--- src/design/udiv64_pkg.sv ---
// Shared constants and types for the 64-bit unsigned divider.
package udiv64_pkg;

  localparam int unsigned FIELD_WIDTH = 64;
  localparam int unsigned DATA_WIDTH_DEFAULT = 64;

  // Control bits that travel alongside each operand pair down the chain.
  typedef struct packed {
    logic valid;
    logic dz;
  } ctl_t;

endpackage

--- src/design/udiv64_cell.sv ---
// One restoring division step with its pipeline register.
module udiv64_cell #(
  parameter int unsigned W   = 64,
  parameter int unsigned BIT = 63
) (
  input  logic                 clk,
  input  logic                 rst,
  input  logic                 en,
  input  udiv64_pkg::ctl_t     ctl_in,
  input  logic [W-1:0]         num_in,
  input  logic [W-1:0]         den_in,
  input  logic [W-1:0]         rem_in,
  input  logic [W-1:0]         quo_in,
  output udiv64_pkg::ctl_t     ctl,
  output logic [W-1:0]         num,
  output logic [W-1:0]         den,
  output logic [W-1:0]         rem,
  output logic [W-1:0]         quo
);

  logic [W:0]   shifted;
  logic [W+1:0] diff;
  logic         ge;
  logic [W-1:0] rem_next;
  logic [W-1:0] quo_next;

  // Bring down the next dividend bit and try the subtraction; the borrow out
  // of the widened difference decides the quotient bit.
  always_comb begin
    shifted  = {rem_in, num_in[BIT]};
    diff     = {1'b0, shifted} - {2'b00, den_in};
    ge       = ~diff[W+1];
    rem_next = ge ? diff[W-1:0] : shifted[W-1:0];
    quo_next = {quo_in[W-2:0], ge};
  end

  always_ff @(posedge clk) begin
    if (rst) begin
      ctl <= '0;
    end else if (en) begin
      ctl <= ctl_in;
    end
  end

  always_ff @(posedge clk) begin
    if (en) begin
      num <= num_in;
      den <= den_in;
      rem <= rem_next;
      quo <= quo_next;
    end
  end

endmodule

--- config.mk ---
export PLATFORM = sky130hd
export DESIGN_NAME = udiv64_cell
export DESIGN_NICKNAME = d
export VERILOG_FILES = /design/src/design/udiv64_pkg.sv /design/src/design/udiv64_cell.sv
export SDC_FILE = /design/constraint.sdc
export NUM_CORES = 1
export LEC_CHECK = 0
export BUFFER_PORTS_ARGS = -buffer_cell sky130_fd_sc_hd__clkbuf_2
export CELL_PAD_IN_SITES_DETAIL_PLACEMENT = 1
export CELL_PAD_IN_SITES_GLOBAL_PLACEMENT = 2
export CORE_ASPECT_RATIO = 0.8
export CORE_MARGIN = 2
export CORE_UTILIZATION = 32
export DETAILED_ROUTE_END_ITERATION = 7
export PLACE_DENSITY_LB_ADDON = 0.2
export SLEW_MARGIN = 20
export SYNTH_ARGS = -nofsm -noshare
export SYNTH_HDL_FRONTEND = slang
export SYNTH_SLANG_ARGS = --single-unit
export TNS_END_PERCENT = 50
--- constraint.sdc ---
create_clock -name clk -period 9.74 [get_ports clk]
set_input_delay 1.461 -clock clk [delete_from_list [all_inputs] [get_ports clk]]
set_output_delay 1.461 -clock clk [all_outputs]
set_load 0.02 [all_outputs]
# Yosys cells after proc, flatten, opt, wreduce, memory -nomap -nowiden
# Cells that the tools add are included.
[word_totals] word_cells=9 register_bits=258 output_inout_bits=258 in_bits=261
[op_classes] addsub=1 n_bitwise=1 n_mux=1
[op_table] op="$sub A65 B64 Y66" n=1
[op_table] op="$mux W64" n=1
[op_table] op="$not A1 Y1" n=1

# Depth between registers and ports, before layout
[depth] depth_word=2 depth_mapped=14 mapped_depth_nobuf=14

# Worst setup path after synthesis
# No wires, ideal clock.
[synth_timing] path_kind="in2reg" startpoint="input num_in[63]" endpoint="register rem[48], data pin" stages=14 n_path_buf=0 arrival_time_ns=3.934 setup_slack_ns=5.546 setup_ns=0.261 path_cell_list="inv_1 ha_1 inv_1 fa_1 a21o_1 a31o_2 a32oi_1 a21oi_1 o2111ai_1 nand4b_1 a211oi_2 o21ai_0 xnor2_1 a21oi_1"
[synth_between] elab_chain_len=2
[synth_lines] item="start: declaration" line="udiv64_cell.sv:10" text="input logic [W-1:0] num_in,"
[synth_lines] item="$sub A65 B64 Y66" line="udiv64_cell.sv:31" text="diff = {1'b0, shifted} - {2'b00, den_in};"
[synth_lines] item="$mux W64" line="udiv64_cell.sv:33" text="rem_next = ge ? diff[W-1:0] : shifted[W-1:0];"
[synth_lines] item="via rem_next[48]" line="udiv64_cell.sv:24" text="logic [W-1:0] rem_next;"
[synth_lines] item="end signal: assignment" line="udiv64_cell.sv:49" text="rem <= rem_next;"
[synth_lines] item="end: declaration" line="udiv64_cell.sv:17" text="output logic [W-1:0] rem,"
# The timed path passes the listed nets, and every way through them passes these cells.
# A chain may end at the register's enable or synchronous reset.

# Worst setup path in the final report
# Ends and elaborated chain as after synthesis.

==> flow_summary.toml <==
[placement]
gp_congestion = 0.803
dpl_cell_area_um2 = 15500
dpl.hpwl_mm = 34.1
port-buffer-count = 517
dp_slack_ps = 4560

[cts]
ctsHtreeMaxLevel = 1
cts_sinks = 258
cts_hold_buf = 0
numCtsBuffers = 29
clk_pin_slew_ps = 60
tritoncts = "done"
insertion_delay_ps = 570
cts_resized = 0
root_buffer = "clkbuf_16"
clockBufferDepth = 3
postCtsSetupRepairBufs = 0

[global_routing]
grt_pass1_wl_mm = 63.6
grt_pass1_vias = 10400
antenna_found_initial = 4
overflow = 0
grt_max_degree = 132
grtUsageTotal_pct = 20.6

[layout]
area_growth_pct = 33.5
n_fill_cell = 4301
final_cell_mix = "clkbuf_2 (516), edfxtp_1 (256), a21oi_1 (134)"
final_area_um2 = 16500
nNetsFinal = 1856
final_common_cell = "clkbuf_2"
drive_above_1_share_pct = 38.0
multi_input_comb_area_um2 = 4180
final-seq-area_um2 = 7730

[timing]
fin_setup_tns_ps = 0
finalCritPeriodShare_pct = 47.3
fmax_mhz = 217
worst_slew_pin_slew_ps = 820
setup-violations-final = 0
slew_headroom_pct = 45.3
final_hold_viol_count = 0
slew_violations = 0
rsz0062_at_grt = "false"
whs_ps = 515
period_needed_ps = 4600
setup_ws_ps = 5140
clock-skew-final_ps = 0

[power_and_ir_drop]
leakage_nw = 7.40
power_mw = 3.21
power_density_nw_per_um2 = 195
peakVddDrop_v = 0.000143

[setup_path]
crit_arrival_ps = 4910
cp.buffers_inverters = 3
cpLargestDelayFamily = "compound AO/OA/AOI/OAI gates"
cp_slowest_stage_delay_ps = 580
slowest_stage = "a211oi_2"
worstPathRequired_ps = 10040
timing.rr.start = "ctl[1]"
critPathKind = "input pin to register"
path_cells = "clkbuf_2, inv_1, ha_1, inv_1, fa_1, a21o_1, a31o_2, a32oi_1, a21oi_1, o2111ai_1, nand4b_1, a211oi_2, o21ai_0, xnor2_1, a21oi_1"
crit_path_max_fanout = 5
crit_path_end_kind = "register"
critPathLaunchType = "input pin"
crit_start = "num_in[63]"

[worst_hold_path]
min_from = "ctl[0]"
hp-class = "register to register"

[job]
max-cap-violations = 0

[synthesis]
ys_ff_latch = 258
synth_top_area_cell = "edfxtp_1"
synthArstFlopShare_pct = 0
syn_avg_cell_area_um2 = 12.3
synth.top_cell.area_share_pct = 62.2
netlist_instances = 1004
yosys_warnings = 0
syn_area_um2 = 12300
ys_seq_area_share_pct = 62.6
synth_edf_count = 256
synth_cell_type_count = 58
synth_nets = 1330
netlist_top_cells_area = "edfxtp_1 (62%), ha_1 (6.5%), a21oi_1 (5.4%), nor2_1 (2.9%), inv_1 (2.6%)"
synthFlopType = "edfxtp_1"

[drt]
vias_per_cell = 4.85
dr.first_iter.drc_count = 626
wl_per_cell_um = 20.7
drc = 0
dr.pass1.iters = 5
via_count = 9937
drt_wl_total_mm = 42.5
ant_nets = 0

[floorplanning]
fp.dieW_um = 224
fp-row-count = 64
start_util_pct = 32.4
ios = 519
dieArea_um2 = 40200
coreArea_um2 = 38100
die_h_um = 180

[status]
status = "finished clean"
## tightest hold or removal path: stages, from the launching register on
cell and delay [ps]:
dfxtp_1 330, mux2i_1 70, nor2_1 80
## registers in the layout (all words and copies together), names as in the netlist
| signal | cells |
|---|---|
| ctl | 2 |
| den | 64 |
| num | 64 |
| quo | 64 |
| rem | 64 |
## final timing paths
path              endpoint  slack [ps]  depth (start not counted)
setup / recovery   rem[48]        5140                         15
hold / removal      ctl[0]         520                          2
setup reg to reg    ctl[1]        9150                          2
hold reg to reg     ctl[0]         520                          2
## area by class of cell
type / instances / share of cell area [%]
Antenna cell: 3 / 0.0455
Clock inverter: 16 / 1.18
Clock buffer: 37 / 4.71
Inverter: 85 / 1.94
Tap cell: 495 / 3.76
Timing Repair Buffer: 521 / 16.1
Sequential cell: 258 / 46.9
Multi-Input combinational cell: 635 / 25.4
## power breakdown
part | switching [mW] | internal (mW) | leakage [nW] | total [mW]
Sequential | 0.0303 | 1.35 | 2.52 | 1.39
Clock | 0.462 | 0.669 | 0.471 | 1.13
Combinational | 0.451 | 0.245 | 4.40 | 0.696
## stage by stage
stage,util [%],cells
finish,43.2,2050
global route,43.2,2049
CTS,43.1,2046
detailed placement,40.6,1993
global placement,40.6,1993
floorplan,-,1004
## Yosys cell counts, types with 5 or more instances
cell type	number
a21o_1	23
a21oi_1	134
a31oi_1	8
and3_1	6
buf_2	13
clkbuf_1	9
edfxtp_1	256
ha_1	64
inv_1	85
mux2_2	11
nand2_1	73
nand3_1	10
nand4_1	13
nor2_1	97
nor3_1	6
o211ai_1	5
o21a_1	10
o21ai_0	27
o21bai_1	15
xnor2_1	35
xor2_1	22
## metal layers
| layer | vias up | share of wire (%) | track usage (%) |
|---|---|---|---|
| met5 | - | 0.031 | 0 |
| li1 | 4771 | - | - |
| met4 | 2 | 1.7 | 4.00 |
| met1 | 4829 | 42 | 25.5 |
| met2 | 289 | 50 | 35.9 |
| met3 | 46 | 7.1 | 5.82 |
## logic make-up after synthesis
group | Yosys count | share of synthesized area [%]
XOR/XNOR | 57 | 4.04
AND/OR/NAND/NOR | 232 | 8.22
buffers and inverters | 111 | 3.59
AO/OA/AOI/OAI | 267 | 13.7
adder cells (fa/ha/maj) | 65 | 6.65
multiplexers | 14 | 1.25
flip-flops | 258 | 62.6
Note: power is estimated with default switching activity, not from simulation.
