$ cat config.mk
export PLATFORM = sky130hd
export DESIGN_NAME = udiv64_out
export DESIGN_NICKNAME = d
export VERILOG_FILES = /design/src/design/udiv64_pkg.sv /design/src/design/udiv64_out.sv
export SDC_FILE = /design/constraint.sdc
export NUM_CORES = 1
export LEC_CHECK = 0
export BUFFER_PORTS_ARGS = -buffer_cell sky130_fd_sc_hd__buf_4
export CAP_MARGIN = 25
export CELL_PAD_IN_SITES_DETAIL_PLACEMENT = 0
export CELL_PAD_IN_SITES_GLOBAL_PLACEMENT = 1
export CORE_MARGIN = 4
export CORE_UTILIZATION = 35
export CTS_CLUSTER_DIAMETER = 50
export DETAILED_ROUTE_END_ITERATION = 12
export GPL_TIMING_DRIVEN = 0
export PLACE_DENSITY_LB_ADDON = 0.1
export RECOVER_POWER = 100
export SETUP_SLACK_MARGIN = 0.1
export SLEW_MARGIN = 15
export SYNTH_ARGS = -nofsm -noshare
export SYNTH_HDL_FRONTEND = slang
export SYNTH_SLANG_ARGS = --single-unit
$ cat constraint.sdc
create_clock -name clk -period 12.5 [get_ports clk]
set_input_delay 1.25 -clock clk [delete_from_list [all_inputs] [get_ports clk]]
set_output_delay 1.25 -clock clk [all_outputs]
set_load 0.02 [all_outputs]
$ cat src/design/udiv64_pkg.sv
// Shared constants and types for the 64-bit unsigned divider.
package udiv64_pkg;

  localparam int unsigned FIELD_WIDTH = 64;
  localparam int unsigned DATA_WIDTH_DEFAULT = 64;

  // Control bits that travel alongside each operand pair down the chain.
  typedef struct packed {
    logic valid;
    logic dz;
  } ctl_t;

endpackage

$ cat src/design/udiv64_out.sv
// Result formatting, output register and skid stage of the divider.
module udiv64_out #(
  parameter int unsigned W = 64
) (
  input  logic                               clk,
  input  logic                               rst,
  input  udiv64_pkg::ctl_t                   ctl_in,
  input  logic [W-1:0]                       num_in,
  input  logic [W-1:0]                       rem_in,
  input  logic [W-1:0]                       quo_in,
  output logic                               en,
  output logic                               res_valid,
  input  logic                               res_ready,
  output logic [udiv64_pkg::FIELD_WIDTH-1:0] quotient,
  output logic [udiv64_pkg::FIELD_WIDTH-1:0] remainder,
  output logic                               divide_by_zero
);

  localparam int unsigned FW = udiv64_pkg::FIELD_WIDTH;

  logic          take;
  logic [FW-1:0] quo_fmt;
  logic [FW-1:0] rem_fmt;
  logic          skid_valid;
  logic [FW-1:0] skid_quo;
  logic [FW-1:0] skid_rem;
  logic          skid_dz;

  // A zero divisor yields all ones and hands the dividend back.
  always_comb begin
    quo_fmt = ctl_in.dz ? FW'({W{1'b1}}) : FW'(quo_in);
    rem_fmt = ctl_in.dz ? FW'(num_in) : FW'(rem_in);
  end

  assign en   = ~skid_valid;
  assign take = en & ctl_in.valid;

  always_ff @(posedge clk) begin
    if (rst) begin
      res_valid  <= 1'b0;
      skid_valid <= 1'b0;
    end else if (res_valid && res_ready) begin
      if (skid_valid) begin
        skid_valid <= 1'b0;
      end else begin
        res_valid <= take;
      end
    end else if (!res_valid) begin
      res_valid <= take;
    end else if (take) begin
      skid_valid <= 1'b1;
    end
  end

  always_ff @(posedge clk) begin
    if (res_valid && res_ready && skid_valid) begin
      quotient       <= skid_quo;
      remainder      <= skid_rem;
      divide_by_zero <= skid_dz;
    end else if (take && (!res_valid || res_ready)) begin
      quotient       <= quo_fmt;
      remainder      <= rem_fmt;
      divide_by_zero <= ctl_in.dz;
    end
    if (take && res_valid && !res_ready) begin
      skid_quo <= quo_fmt;
      skid_rem <= rem_fmt;
      skid_dz  <= ctl_in.dz;
    end
  end

  a_skid_behind_out: assert property (@(posedge clk) disable iff (rst)
    skid_valid |-> res_valid)
    else $error("skid stage holds a result while the output register is empty");

  a_skid_only_on_stall: assert property (@(posedge clk) disable iff (rst)
    $rose(skid_valid) |-> $past(res_valid && !res_ready))
    else $error("skid stage filled without a stalled output");

  a_dz_all_ones: assert property (@(posedge clk) disable iff (rst)
    (res_valid && divide_by_zero) |-> (quotient == FW'({W{1'b1}})))
    else $error("divide-by-zero result without an all-ones quotient");

endmodule
After elaboration in Yosys (flattened, before gate mapping)

Cells that the tools add are included.

Bits in registers: 260
Latch bits: 0
Memory bits (writable): 0
Bits in read-only memories: 0
Bits of input ports: 197
Output and inout port bits: 131
Word-level logic and storage cells: 33
Memories: 0

Add/sub/neg operators: 0
Multipliers: 0
Div/mod/pow operators: 0
Order comparisons: 0
Eq/ne operators: 1
Shift-type cells: 0
Mux-type cells: 11
Bitwise gates (word level): 2
Reductions and logical operators: 11

Operators with widths:

| kind                 | count |
|---|---|
| $mux W64             | 6 |
| $logic_and A1 B1 Y1  | 5 |
| $mux W1              | 5 |
| $logic_not A1 Y1     | 2 |
| $ne A2 B2 Y1 const B | 1 |
| $reduce_and A2 Y1    | 1 |
| $reduce_bool A2 Y1   | 1 |
| $reduce_or A2 Y1     | 1 |
| $and A1 B1 Y1        | 1 |
| $logic_or A1 B1 Y1   | 1 |
| $not A1 Y1           | 1 |

Logic depth before layout (Yosys ltp)

Depth in word-level cells: 5
Mapped depth: 4
Gate-level depth less buffers: 3

Worst setup path after synthesis

No wires, ideal clock.

Path kind: input port to flip-flop
From: input port ctl_in[1] (netlist bit)
To: register skid_dz, enable pin
Library setup time: 0.804 ns
Data arrival time: 10.678 ns
Slack: 1.017 ns
Stages on the path: 2
Cell sequence: nand2_1 -> nor3b_1

Cells in the longest elaborated chain, start to end: 3

Ends and longest elaborated chain:

| element                          | RTL line         | text |
|---|---|---|
| start, declared                  | udiv64_out.sv:7  | `input udiv64_pkg::ctl_t ctl_in,` |
| $and A1 B1 Y1                    | udiv64_out.sv:36 | `assign take = en & ctl_in.valid;` |
| $logic_and A1 B1 Y1 (2 in a row) | udiv64_out.sv:65 | `if (take && res_valid && !res_ready) begin` |
| end signal, assigned             | udiv64_out.sv:68 | `skid_dz <= ctl_in.dz;` |
| end, declared                    | udiv64_out.sv:27 | `logic skid_dz;` |

Every way passes these cells.
A chain may end at the register's enable or synchronous reset.

Worst setup path after layout

From: input port ctl_in[1] (netlist bit)
To: register skid_quo[15], enable pin

Cells in the longest elaborated chain, start to end: 3

Ends and longest elaborated chain:

| element                          | RTL line         | text |
|---|---|---|
| $and A1 B1 Y1                    | udiv64_out.sv:36 |  |
| $logic_and A1 B1 Y1 (2 in a row) | udiv64_out.sv:65 |  |
| end signal, assigned             | udiv64_out.sv:66 | `skid_quo <= quo_fmt;` |
| end, declared                    | udiv64_out.sv:25 | `logic [FW-1:0] skid_quo;` |

Every way passes these cells.

==> reports/qor.yml <==
max-cap-violations: 0
num_vias: 6213
final-hold-violation-count: 0
synth_fp_nets: 753
end_kind: "register"
cp.arrival_ns: 5.58
grt_max_degree: 16
crit_family: "buffers and inverters"
pre_cts_ws_ns: 8.79
ys_seq_area_frac: 0.702
cts_buffers: 30
fin_nets: 1138
path_max_fanout: 11
grt_pass1_vias: 6751
fin_crit_sh: 0.433
crit_required_ns: 12.67
hold_class: "register to register"
dpl.hpwl_mm: 20.0
clock_latency_ns: 0.53
startpoint: "ctl_in[1]"
grt_use_total: 0.144
synthDistinctLibCells: 18
cts_setup_buffers: 0
r2r_setup_slack_ns: 7.48
seqCellArea_sq_mm: 0.00779
ys_ff_latch: 260
synthCells: 556
synth_commonest_cells: "258 x edfxtp_1, 115 x mux2_4, 65 x mux2_2"
hold_start: "skid_rem[15]"
die-area_sq_mm: 0.0346
synth_area_leaders: "edfxtp_1 70%, mux2_4 16%, mux2_2 6.6%, or2_1 3.6%, buf_6 1.7%"
setup_viol_count_final: 0
via_per_inst: 4.57
multiInputGateArea_sq_mm: 0.00263
ctsHoldBuffers: 0
start_util: 0.359
setup_tns_ns: 0
min_period_ns: 5.41
io_buffers: 327
p_leak_nw: 4.85
core_sq_mm: 0.0309
htree_levels: 1
ir_drop_v: 0.0000929
power.density_mw_per_mm2: 145
stdcell_area_sq_mm: 0.0141
grt_pass1_wl_mm: 38.7
globalRouteOverflowTotal: 0
clockBufferDepth: 3
synth.largest_area_cell: "edfxtp_1"
final_layout_size_suffix_gt1_frac: 0.308
antenna_found_initial: 0
maxSlewHeadroom: 0.103
drt_wl_total_mm: 26.5
yosysTopAreaCellShare: 0.698
slew_violations: 0
worst_pin_slew_ns: 1.34
rsz0062_at_grt: "no"
cp-start-kind: "primary input"
path_cells: "clkbuf_1 -> nand2_1 -> nor3b_1 -> clkbuf_1 -> clkbuf_1 -> clkbuf_1 -> clkbuf_1 -> clkbuf_1 -> clkbuf_1"
setup_ws_ns: 7.09
finish.utilization: 0.456
die_y_um: 186
syn_avg_cell_area_sq_um: 20.0
area_growth_pct: 27.0
power_mw: 2.05
worst_hold_slack_ns: 0.524
rr_startpoint: "skid_valid"
cts_resized: 0
nFillCells: 2928
cts_root_buf: "clkbuf_16"
dr.pass1.iters: 4
drc: 0
wl_per_cell_um: 19.5
critPathKind: "primary input to register"
clk_pin_slew_worst_paths_ns: 0.06
drt-initial-drc-count: 273
finalClockSkew_ns: 0.00718
status: "completed"
die_w_um: 186
cts_sinks: 260
synth_edf_count: 258
io_pins: 328
layout.cells.non_filler: 1360
synth_ff_type: "edfxtp_1"
cpMostUsedCell: "clkbuf_1"
antenna_left: 0
cpMaxStageDelayCell: "nor3b_1"
dp.cells: 1305
async_flop_share: 0
rows: 64
max_freq_mhz: 185
cp.buffers_inverters: 7
dpl_cell_area_sq_mm: 0.0143
critPathMaxStageDelay_ns: 1.06
netlist_area_sq_mm: 0.0111
yosys_warnings: 0
n_antenna_cell: 0
synth.most_common_cell: "edfxtp_1"
place_congestion: 0.765
cts_tree: "built"
## power by group
part	total (mW)	leakage, nW	internal [mW]	switching [mW]
registers	1.03	2.36	1.02	0.0114
clock network	0.816	0.451	0.490	0.325
logic	0.209	2.03	0.0863	0.122
## layout by cell type (no fill, tap or decap)
| cell type | n |
|---|---|
| edfxtp_1 | 258 |
| a21oi_1 | 2 |
| clkinv_1 | 5 |
| inv_1 | 2 |
| clkbuf_16 | 31 |
| nand3_2 | 1 |
| bufinv_16 | 1 |
| clkbuf_8 | 3 |
| clkbuf_1 | 186 |
| buf_2 | 1 |
| a211oi_1 | 1 |
| nand2_1 | 2 |
| o21ai_0 | 1 |
| mux2_2 | 50 |
| a22oi_1 | 1 |
| buf_6 | 12 |
| mux2_4 | 1 |
| dfxtp_1 | 2 |
| clkinv_2 | 3 |
| nor3b_1 | 1 |
| buf_4 | 194 |
| mux2_1 | 142 |
| or2_0 | 64 |
## path summary, 6_finish.rpt
check	to	cells past startpoint
min	remainder[15]	1
min reg2reg	remainder[15]	1
max reg2reg	skid_quo[15]	9
max	skid_quo[15]	9
## layer usage
metal  vias to the layer above  share of wire  global-route usage  wire length, um
li1                       2915              -                   -                -
met1                      3054           0.42               0.181            11100
met2                       215           0.48               0.244            12700
met3                        29          0.087              0.0491             2300
met4                         0          0.016              0.0291              431
met5                         -              0                   0                0
## final cells by class
cell class                 count  share of cell area
tap                          396              0.0351
buffer                        28              0.0142
multi-input combinational    266               0.187
sequential                   260               0.552
clock inverter                 9             0.00453
clock buffer                  46              0.0611
inverter                       2            0.000532
timing repair buffer         353               0.145
## worst register-to-register path, cell delays in order (launching register included)
cell and delay, ns:
dfxtp_1 0.35, inv_1 0.10, nand2_1 0.09, nor3b_1 1.06, clkbuf_1 0.47, clkbuf_1 0.50, clkbuf_1 0.51, clkbuf_1 0.52
clkbuf_1 0.55, clkbuf_1 0.49
## sequential cells by signal (all words and copies together), names as in the netlist
register	cells
skid_quo	64
skid_dz	1
skid_rem	64
quotient	64
remainder	64
res_valid	1
divide_by_zero	1
skid_valid	1
## kinds of logic (layout without fill, tap and decap cells)
logic type | after synthesis | after routing | share of synthesized area
buffers and inverters | 30 | 438 | 0.0227
flip-flops | 260 | 260 | 0.702
AND/OR/NAND/NOR | 68 | 68 | 0.0383
multiplexers | 193 | 193 | 0.235
AO/OA/AOI/OAI | 5 | 5 | 0.00271
No activity file was read; power rests on OpenSTA's default activity.
